**src/rtl/nearest_neighbor_scale_address_assert.svh**
```systemverilog
// Assertion macros for the nearest-neighbor scaler address pipeline.
`ifndef NEAREST_NEIGHBOR_SCALE_ADDRESS_ASSERT_SVH
`define NEAREST_NEIGHBOR_SCALE_ADDRESS_ASSERT_SVH

// Same-cycle check, clocked on clk, off while rst_n is low.
`define NNSA_ASSERT(label, prop, msg) \
    label: assert property (@(posedge clk) disable iff (!rst_n) (prop)) else $error(msg);

// Next-cycle check: when pre holds, post must hold in the next cycle.
`define NNSA_ASSERT_NEXT(label, pre, post, msg) \
    label: assert property (@(posedge clk) disable iff (!rst_n) (pre) |=> (post)) else $error(msg);

`endif

```
**src/rtl/nnsa_pkg.sv**
```systemverilog
// Types, constants and helper functions for the nearest-neighbor scaler address pipeline.
`timescale 1ns / 1ps

package nnsa_pkg;

    localparam int MAX_DIM         = 4096;
    localparam int DIM_W           = 13;
    localparam int COORD_W         = 12;
    localparam int ADDR_W          = 24;
    localparam int NUM_REGS        = 6;
    localparam int IDX_W           = 3;
    localparam int PROD_W          = COORD_W + DIM_W;
    localparam int STEPS_PER_STAGE = 3;
    localparam int DIV_STAGES      = COORD_W / STEPS_PER_STAGE;
    localparam int NUM_STAGES      = DIV_STAGES + 2;

    typedef logic [DIM_W-1:0]   dim_t;
    typedef logic [COORD_W-1:0] coord_t;
    typedef logic [ADDR_W-1:0]  addr_t;

    typedef enum logic [IDX_W-1:0] {
        REG_SOURCE_WIDTH     = 3'd0,
        REG_SOURCE_HEIGHT    = 3'd1,
        REG_SOURCE_ROW_PITCH = 3'd2,
        REG_TARGET_WIDTH     = 3'd3,
        REG_TARGET_HEIGHT    = 3'd4,
        REG_TARGET_ROW_PITCH = 3'd5
    } reg_index_t;

    // Long-division lane: partial remainder and the word that shifts the
    // dividend bits out at the top and the quotient bits in at the bottom.
    typedef struct packed {
        dim_t   rem;
        coord_t quo;
    } div_lane_t;

    // Sideband that travels with an item through the divider stages.
    typedef struct packed {
        logic  x_over;
        logic  y_over;
        addr_t target_address;
    } side_t;

    // 0 reads as 1, anything above MAX_DIM saturates.
    function automatic dim_t eff_dim(dim_t v);
        dim_t r;
        r = v;
        if (v == '0)
        begin
            r = DIM_W'(1);
        end
        else if (v > DIM_W'(MAX_DIM))
        begin
            r = DIM_W'(MAX_DIM);
        end
        return r;
    endfunction

    // STEPS_PER_STAGE restoring division steps.
    function automatic div_lane_t div_steps(div_lane_t lane, dim_t d);
        div_lane_t       r;
        logic [DIM_W:0]  t;
        r = lane;
        for (int i = 0; i < STEPS_PER_STAGE; i++)
        begin
            t     = {r.rem, r.quo[COORD_W-1]};
            r.quo = {r.quo[COORD_W-2:0], 1'b0};
            if (t >= {1'b0, d})
            begin
                t        = t - {1'b0, d};
                r.quo[0] = 1'b1;
            end
            r.rem = t[DIM_W-1:0];
        end
        return r;
    endfunction

endpackage

```
**src/rtl/nnsa_if.sv**
```systemverilog
// Valid/ready channel interfaces for destination coordinates and address results.
`timescale 1ns / 1ps

interface nnsa_coord_if;
    import nnsa_pkg::*;

    logic   valid;
    logic   ready;
    coord_t target_x;
    coord_t target_y;

    modport source (output valid, output target_x, output target_y, input ready);
    modport sink   (input valid, input target_x, input target_y, output ready);
endinterface

interface nnsa_addr_if;
    import nnsa_pkg::*;

    logic   valid;
    logic   ready;
    coord_t source_x;
    coord_t source_y;
    addr_t  source_address;
    addr_t  target_address;

    modport source (output valid, output source_x, output source_y,
                    output source_address, output target_address, input ready);
    modport sink   (input valid, input source_x, input source_y,
                    input source_address, input target_address, output ready);
endinterface

```
**src/rtl/nnsa_divider.sv**
```systemverilog
// Pipelined restoring divider lane, STEPS_PER_STAGE quotient bits per stage.
`timescale 1ns / 1ps

module nnsa_divider (
    input  logic                              clk,
    input  logic [nnsa_pkg::DIV_STAGES-1:0]   adv,
    input  nnsa_pkg::dim_t                    divisor,
    input  nnsa_pkg::div_lane_t               lane_in,
    output nnsa_pkg::div_lane_t               lane_out
);
    import nnsa_pkg::*;

    div_lane_t stage_reg  [DIV_STAGES];
    div_lane_t stage_next [DIV_STAGES];

    always_comb
    begin
        stage_next[0] = div_steps(lane_in, divisor);
        for (int k = 1; k < DIV_STAGES; k++)
        begin
            stage_next[k] = div_steps(stage_reg[k-1], divisor);
        end
    end

    always_ff @(posedge clk)
    begin
        for (int k = 0; k < DIV_STAGES; k++)
        begin
            if (adv[k])
            begin
                stage_reg[k] <= stage_next[k];
            end
        end
    end

    assign lane_out = stage_reg[DIV_STAGES-1];

endmodule

```
**src/rtl/nearest_neighbor_scale_address.sv**
```systemverilog
// Nearest-neighbor scaler address generator: top level.
//
// Takes one destination coordinate per clock while a stage is free or the output
// is ready, and returns the nearest source column and row (clamped to the source
// frame) with the linear source and destination addresses. The pipeline is
// one multiply stage, four divider stages and one address stage; the divider
// retires three quotient bits per stage, which fixes the depth. Any empty stage
// lets a new transfer in even while the output is stalled. Configuration
// writes take effect at once and must be made only while the pipeline is
// empty; a value of zero reads as one and values above 4096 saturate.
`timescale 1ns / 1ps

module nearest_neighbor_scale_address (
    input  logic                          clk,
    input  logic                          rst_n,
    input  logic                          cfg_write,
    input  logic [nnsa_pkg::IDX_W-1:0]    cfg_index,
    input  nnsa_pkg::dim_t                cfg_data,
    nnsa_coord_if.sink                    coord,
    nnsa_addr_if.source                   addr
);
    import nnsa_pkg::*;
    `include "nearest_neighbor_scale_address_assert.svh"

    localparam int LAST = NUM_STAGES - 1;

    // configuration
    dim_t src_w_reg, src_h_reg, src_p_reg, tgt_w_reg, tgt_h_reg, tgt_p_reg;
    dim_t cfg_eff;

    assign cfg_eff = eff_dim(cfg_data);

    always_ff @(posedge clk or negedge rst_n)
    begin
        if (!rst_n)
        begin
            src_w_reg <= DIM_W'(1);
            src_h_reg <= DIM_W'(1);
            src_p_reg <= DIM_W'(1);
            tgt_w_reg <= DIM_W'(1);
            tgt_h_reg <= DIM_W'(1);
            tgt_p_reg <= DIM_W'(1);
        end
        else if (cfg_write)
        begin
            case (cfg_index)
                REG_SOURCE_WIDTH:     src_w_reg <= cfg_eff;
                REG_SOURCE_HEIGHT:    src_h_reg <= cfg_eff;
                REG_SOURCE_ROW_PITCH: src_p_reg <= cfg_eff;
                REG_TARGET_WIDTH:     tgt_w_reg <= cfg_eff;
                REG_TARGET_HEIGHT:    tgt_h_reg <= cfg_eff;
                REG_TARGET_ROW_PITCH: tgt_p_reg <= cfg_eff;
                default:              ;
            endcase
        end
    end

    // pipeline control
    logic [NUM_STAGES-1:0] valid_reg;
    logic [NUM_STAGES-1:0] valid_next;
    logic [NUM_STAGES-1:0] adv;
    logic                  in_fire;
    logic                  out_fire;

    always_comb
    begin
        adv[LAST] = !valid_reg[LAST] || addr.ready;
        for (int k = LAST - 1; k >= 0; k--)
        begin
            adv[k] = !valid_reg[k] || adv[k+1];
        end
    end

    always_comb
    begin
        valid_next[0] = adv[0] ? coord.valid : valid_reg[0];
        for (int k = 1; k < NUM_STAGES; k++)
        begin
            valid_next[k] = adv[k] ? valid_reg[k-1] : valid_reg[k];
        end
    end

    always_ff @(posedge clk or negedge rst_n)
    begin
        if (!rst_n)
        begin
            valid_reg <= '0;
        end
        else
        begin
            valid_reg <= valid_next;
        end
    end

    assign coord.ready = adv[0];
    assign in_fire     = coord.valid && coord.ready;
    assign out_fire    = addr.valid && addr.ready;

    // stage 0: products and range flags
    logic [PROD_W-1:0] nx_prod, ny_prod, ta_prod;
    addr_t             nx_reg, ny_reg;
    side_t             side_a_reg;
    side_t             side_a_next;

    assign nx_prod = PROD_W'(coord.target_x) * PROD_W'(src_w_reg);
    assign ny_prod = PROD_W'(coord.target_y) * PROD_W'(src_h_reg);
    assign ta_prod = PROD_W'(coord.target_y) * PROD_W'(tgt_p_reg)
                   + PROD_W'(coord.target_x);

    always_comb
    begin
        side_a_next.x_over         = {1'b0, coord.target_x} >= tgt_w_reg;
        side_a_next.y_over         = {1'b0, coord.target_y} >= tgt_h_reg;
        side_a_next.target_address = ta_prod[ADDR_W-1:0];
    end

    always_ff @(posedge clk)
    begin
        if (adv[0])
        begin
            nx_reg     <= nx_prod[ADDR_W-1:0];
            ny_reg     <= ny_prod[ADDR_W-1:0];
            side_a_reg <= side_a_next;
        end
    end

    // stages 1..DIV_STAGES: dividers and sideband
    div_lane_t lane_x_in, lane_y_in, lane_x_out, lane_y_out;
    side_t     side_reg [DIV_STAGES];

    assign lane_x_in.rem = {1'b0, nx_reg[ADDR_W-1:COORD_W]};
    assign lane_x_in.quo = nx_reg[COORD_W-1:0];
    assign lane_y_in.rem = {1'b0, ny_reg[ADDR_W-1:COORD_W]};
    assign lane_y_in.quo = ny_reg[COORD_W-1:0];

    nnsa_divider u_div_x (
        .clk      (clk),
        .adv      (adv[DIV_STAGES:1]),
        .divisor  (tgt_w_reg),
        .lane_in  (lane_x_in),
        .lane_out (lane_x_out)
    );

    nnsa_divider u_div_y (
        .clk      (clk),
        .adv      (adv[DIV_STAGES:1]),
        .divisor  (tgt_h_reg),
        .lane_in  (lane_y_in),
        .lane_out (lane_y_out)
    );

    always_ff @(posedge clk)
    begin
        if (adv[1])
        begin
            side_reg[0] <= side_a_reg;
        end
        for (int k = 1; k < DIV_STAGES; k++)
        begin
            if (adv[k+1])
            begin
                side_reg[k] <= side_reg[k-1];
            end
        end
    end

    // last stage: clamp and source address
    coord_t            sx_next, sy_next;
    logic [PROD_W-1:0] sa_prod;
    coord_t            sx_reg, sy_reg;
    addr_t             sa_reg, ta_reg;
    dim_t              sw_last, sh_last;

    assign sw_last = src_w_reg - DIM_W'(1);
    assign sh_last = src_h_reg - DIM_W'(1);
    assign sx_next = side_reg[DIV_STAGES-1].x_over ? sw_last[COORD_W-1:0] : lane_x_out.quo;
    assign sy_next = side_reg[DIV_STAGES-1].y_over ? sh_last[COORD_W-1:0] : lane_y_out.quo;
    assign sa_prod = PROD_W'(sy_next) * PROD_W'(src_p_reg) + PROD_W'(sx_next);

    always_ff @(posedge clk)
    begin
        if (adv[LAST])
        begin
            sx_reg <= sx_next;
            sy_reg <= sy_next;
            sa_reg <= sa_prod[ADDR_W-1:0];
            ta_reg <= side_reg[DIV_STAGES-1].target_address;
        end
    end

    assign addr.valid          = valid_reg[LAST];
    assign addr.source_x       = sx_reg;
    assign addr.source_y       = sy_reg;
    assign addr.source_address = sa_reg;
    assign addr.target_address = ta_reg;

    // checks
    `NNSA_ASSERT(a_ready_when_room, !(&valid_reg) |-> coord.ready, "input stalled with an empty stage")
    `NNSA_ASSERT_NEXT(a_fire_fills_first, in_fire, valid_reg[0], "accepted transfer not captured")
    `NNSA_ASSERT(a_count_kept, $countones(valid_reg) == $past($countones(valid_reg)) + $past(in_fire) - $past(out_fire), "item lost or duplicated in pipeline")

endmodule
```
**src/flat_wrapper.sv**
```systemverilog
// flat-port wrapper written by rule: the top's interface ports become plain ports
module nearest_neighbor_scale_address_flat import nnsa_pkg::*;
  (clk, rst_n, cfg_write, cfg_index, cfg_data, coord_valid, coord_target_x, coord_target_y, coord_ready, addr_valid, addr_source_x, addr_source_y, addr_source_address, addr_target_address, addr_ready);
  nnsa_coord_if coord_i ();
  nnsa_addr_if addr_i ();
  input  logic clk;
  input  logic rst_n;
  input  logic cfg_write;
  input  logic [nnsa_pkg::IDX_W-1:0] cfg_index;
  input  nnsa_pkg::dim_t cfg_data;
  input wire logic [$bits(coord_i.valid)-1:0] coord_valid;
  input wire logic [$bits(coord_i.target_x)-1:0] coord_target_x;
  input wire logic [$bits(coord_i.target_y)-1:0] coord_target_y;
  output wire logic [$bits(coord_i.ready)-1:0] coord_ready;
  output wire logic [$bits(addr_i.valid)-1:0] addr_valid;
  output wire logic [$bits(addr_i.source_x)-1:0] addr_source_x;
  output wire logic [$bits(addr_i.source_y)-1:0] addr_source_y;
  output wire logic [$bits(addr_i.source_address)-1:0] addr_source_address;
  output wire logic [$bits(addr_i.target_address)-1:0] addr_target_address;
  input wire logic [$bits(addr_i.ready)-1:0] addr_ready;
  assign coord_i.valid = coord_valid;
  assign coord_i.target_x = coord_target_x;
  assign coord_i.target_y = coord_target_y;
  assign coord_ready = coord_i.ready;
  assign addr_valid = addr_i.valid;
  assign addr_source_x = addr_i.source_x;
  assign addr_source_y = addr_i.source_y;
  assign addr_source_address = addr_i.source_address;
  assign addr_target_address = addr_i.target_address;
  assign addr_i.ready = addr_ready;
  nearest_neighbor_scale_address u_core (.clk(clk), .rst_n(rst_n), .cfg_write(cfg_write), .cfg_index(cfg_index), .cfg_data(cfg_data), .coord(coord_i), .addr(addr_i));
endmodule
```
**config.mk**
```make
export PLATFORM = sky130hd
export DESIGN_NAME = nearest_neighbor_scale_address_flat
export DESIGN_NICKNAME = d
export VERILOG_FILES = /design/src/rtl/nnsa_pkg.sv /design/src/rtl/nnsa_if.sv /design/src/rtl/nnsa_divider.sv /design/src/rtl/nearest_neighbor_scale_address.sv /design/src/flat_wrapper.sv
export VERILOG_INCLUDE_DIRS = /design/src /design/src/rtl
export SDC_FILE = /design/constraint.sdc
export NUM_CORES = 2
export LEC_CHECK = 0
export CAP_MARGIN = 20
export CORE_MARGIN = 10
export CORE_UTILIZATION = 55
export DETAILED_ROUTE_END_ITERATION = 7
export DONT_BUFFER_PORTS = 1
export GPL_ROUTABILITY_DRIVEN = 0
export PLACE_DENSITY = 0.8
export SYNTH_ARGS = -nofsm -noshare
export SYNTH_HDL_FRONTEND = slang
export SYNTH_SLANG_ARGS = --single-unit
```
**constraint.sdc**
```tcl
create_clock -name clk -period 9.8 [get_ports clk]
set_input_delay 1.47 -clock clk [delete_from_list [all_inputs] [get_ports clk]]
set_output_delay 1.47 -clock clk [all_outputs]
set_load 0.005 [all_outputs]
```
==> out/metrics.yaml <==
layout:
  num_antenna_cells: 0
  largest_reg_flops: 104
  synthToLayoutAreaGrowth_pct: 6.76
  final_cell_mix: "inv_1 (721), nand2_1 (619), ha_1 (594), fa_1 (480), edfxtp_1 (424)"
  final_cells: 6708
  layout_commonest_cell: "inv_1"
  finalNetCount: 6499
  drive_above_1_share_pct: 7.35
logic_synthesis:
  avgSynthCellArea_um2: 9.87
  synth_area_leaders: "edfxtp_1 (24%), fa_1 (18%), ha_1 (14%), inv_1 (5.1%), nand2_1 (4.4%)"
  syn_area_um2: 53400
  synth-seq-cells: 508
  ys_warn_count: 0
  netlist.area_leader.share_pct: 23.9
  syn_nets: 6527
  seq_area_frac_synth_pct: 27.8
  yosys.area.top_type: "edfxtp_1"
  ys_types: 93
  ys_async_sr_fraction_pct: 16.5
  synthCells: 5408
  synth_edf_count: 424
  yosys_most_used_dff: "edfxtp_1"
routing:
  remaining_drc_errors: 0
  routed_wl_mm: 136
  ant_nets: 0
  vias: 39900
  wl_per_cell_um: 20.3
  vias_per_cell: 5.95
  first_pass_iters: 6
  drt-initial-drc-count: 3717
worst_setup_path:
  worstSetupEndpointType: "register"
  startpoint_type: "register"
  required_ps: 10250
  critical_path.max_fanout: 19
  arrival_ps: 9210
  critPathKind: "register to register"
outcome:
  status: "finished, final reports clean"
sta:
  setup_tns_ps: 0
  report.final.setup_viol: 0
  rsz0062_at_grt: "no"
  finalHoldWorstSlack_ps: 400
  maxSlewHeadroom_pct: 27.9
  drv_slew: 0
  skew_ps: 48.5
  hold_viol: 0
  min_period_ps: 8760
  final.period_utilization_pct: 89.4
  tightestPinTransition_ps: 1080
  fmax_mhz: 114
floorplanning:
  rows: 114
  die_area_um2: 110000
  ios: 119
  start_util_pct: 55.3
  die_w_um: 332
  die_height_um: 332
  core_area_um2: 96400
cts:
  cts_inserted_buffers: 60
  holdBufCountCts: 0
  clk_latency_ps: 690
  cts_setup_buffers: 0
  htreeDepth: 2
  clk_pin_slew_ps: 60
  clockBufferDepth: 3
  root_buffer: "clkbuf_16"
  clock-sinks: 508
  cts_tree: "built"
  cts_resized: 0
run:
  cap_violations: 0
grt:
  grt_pass1_wl_mm: 217
  grt-ovfl-total: 0
  grt_max_degree: 85
  grt_usage_pct: 24.3
  grt_pass1_vias: 40700
  antenna_found_initial: 6
placed_design:
  hpwl_mm: 101
  port_buffers: 0
  post-place-cells: 6593
hold_path:
  hold_path_class: "register to register"
layer usage:
metal / track usage (%) / wire, µm / up-vias
li1: - / - / 18300
met1: 31.3 / 54900 / 19500
met2: 39.5 / 62300 / 1754
met3: 5.42 / 13200 / 344
met4: 9.42 / 5550 / 2
met5: 0 / 13 / -
stage by stage:
stage	setup slack [ps]	util (%)	area [µm²]
final	1040	59.1	57000
after global routing	423	59.1	57000
after CTS	1070	59.1	56900
after detailed placement	1130	56.9	54900
after global placement	1380	56.9	54900
after floorplan	1540	-	53400
final timing paths:
check | startpoint | endpoint | slack, ps | depth (start not counted)
max in group asynchronous | rst_n | u_core.tgt_w_reg[0]$_DFFE_PN1P_ | 9050 | 0
worst min register to register | u_core.nx_reg[1]$_DFFE_PP_ | u_core.u_div_x.stage_reg[0][4]$_DFFE_PP_ | 400 | 0
worst max-delay path | u_core.tgt_h_reg[1]$_DFFE_PN0P_ | u_core.u_div_y.stage_reg[1][13]$_DFFE_PP_ | 1040 | 27
worst max register to register | u_core.tgt_h_reg[1]$_DFFE_PN0P_ | u_core.u_div_y.stage_reg[1][13]$_DFFE_PP_ | 1040 | 27
worst min-delay path | u_core.nx_reg[1]$_DFFE_PP_ | u_core.u_div_x.stage_reg[0][4]$_DFFE_PP_ | 400 | 0
min in group asynchronous | rst_n | u_core.src_h_reg[12]$_DFFE_PN0P_ | 460 | 0
cell families (layout without fill, tap and decap cells):
group           count (synthesis)  count (layout)  share of synthesized area [%]
flops                         508             508                           27.8
xor+xnor                      308             308                           5.05
fa+ha+maj                    1074            1074                           31.9
mux                           222             222                           4.70
simple gates                 1496            1496                           13.2
compound gates                913             913                           11.0
buf+inv                       887             911                           6.29
synthesized netlist by cell type (20+ instances only):
cell,n
xnor2_1,220
a211o_1,20
nand3_1,53
nor2b_1,65
a21o_1,114
and2_1,199
fa_1,480
o21bai_1,29
nand4_1,54
and3_1,26
o21a_1,48
mux2_2,156
nand2_1,621
ha_1,594
mux2i_1,39
nor2_1,261
clkbuf_1,146
inv_1,723
a21oi_1,267
xor2_1,88
o21ai_0,215
a211oi_1,41
a31oi_1,22
edfxtp_1,424
nor3_1,83
dfrtp_1,78
nand2b_1,60
area by class of cell:
class / instances / area, µm²
clock buffers: 73 / 1620
clock inverters: 41 / 417
fillers: 7790 / 39400
inverters: 726 / 2730
multi-input cells: 4013 / 35200
flip-flops and latches: 508 / 14800
well taps: 1276 / 1600
repair buffers: 71 / 553
critical path, cell delays in order (launching register included):
cell and delay, ps:
dfrtp_1 410, inv_1 560, fa_1 360, a211oi_1 110, o21bai_1 250, a31oi_1 160
o21a_1 200, o21ai_2 650, mux2_2 430, ha_1 340, a21oi_1 200, o21ai_0 140
or3_1 320, o221ai_1 220, a21oi_1 150, o21a_1 230, nor3_4 450, mux2_2 420
ha_1 340, a21o_1 190, a21oi_1 290, o21a_1 210, o211ai_1 100, and2_0 170
o21ai_0 220, or3b_1 410, mux2i_4 530, mux2_2 400
Power is left out: the tool's default activity adds up to more than one toggle a clock period on the data nets, which glitch-free logic cannot reach.
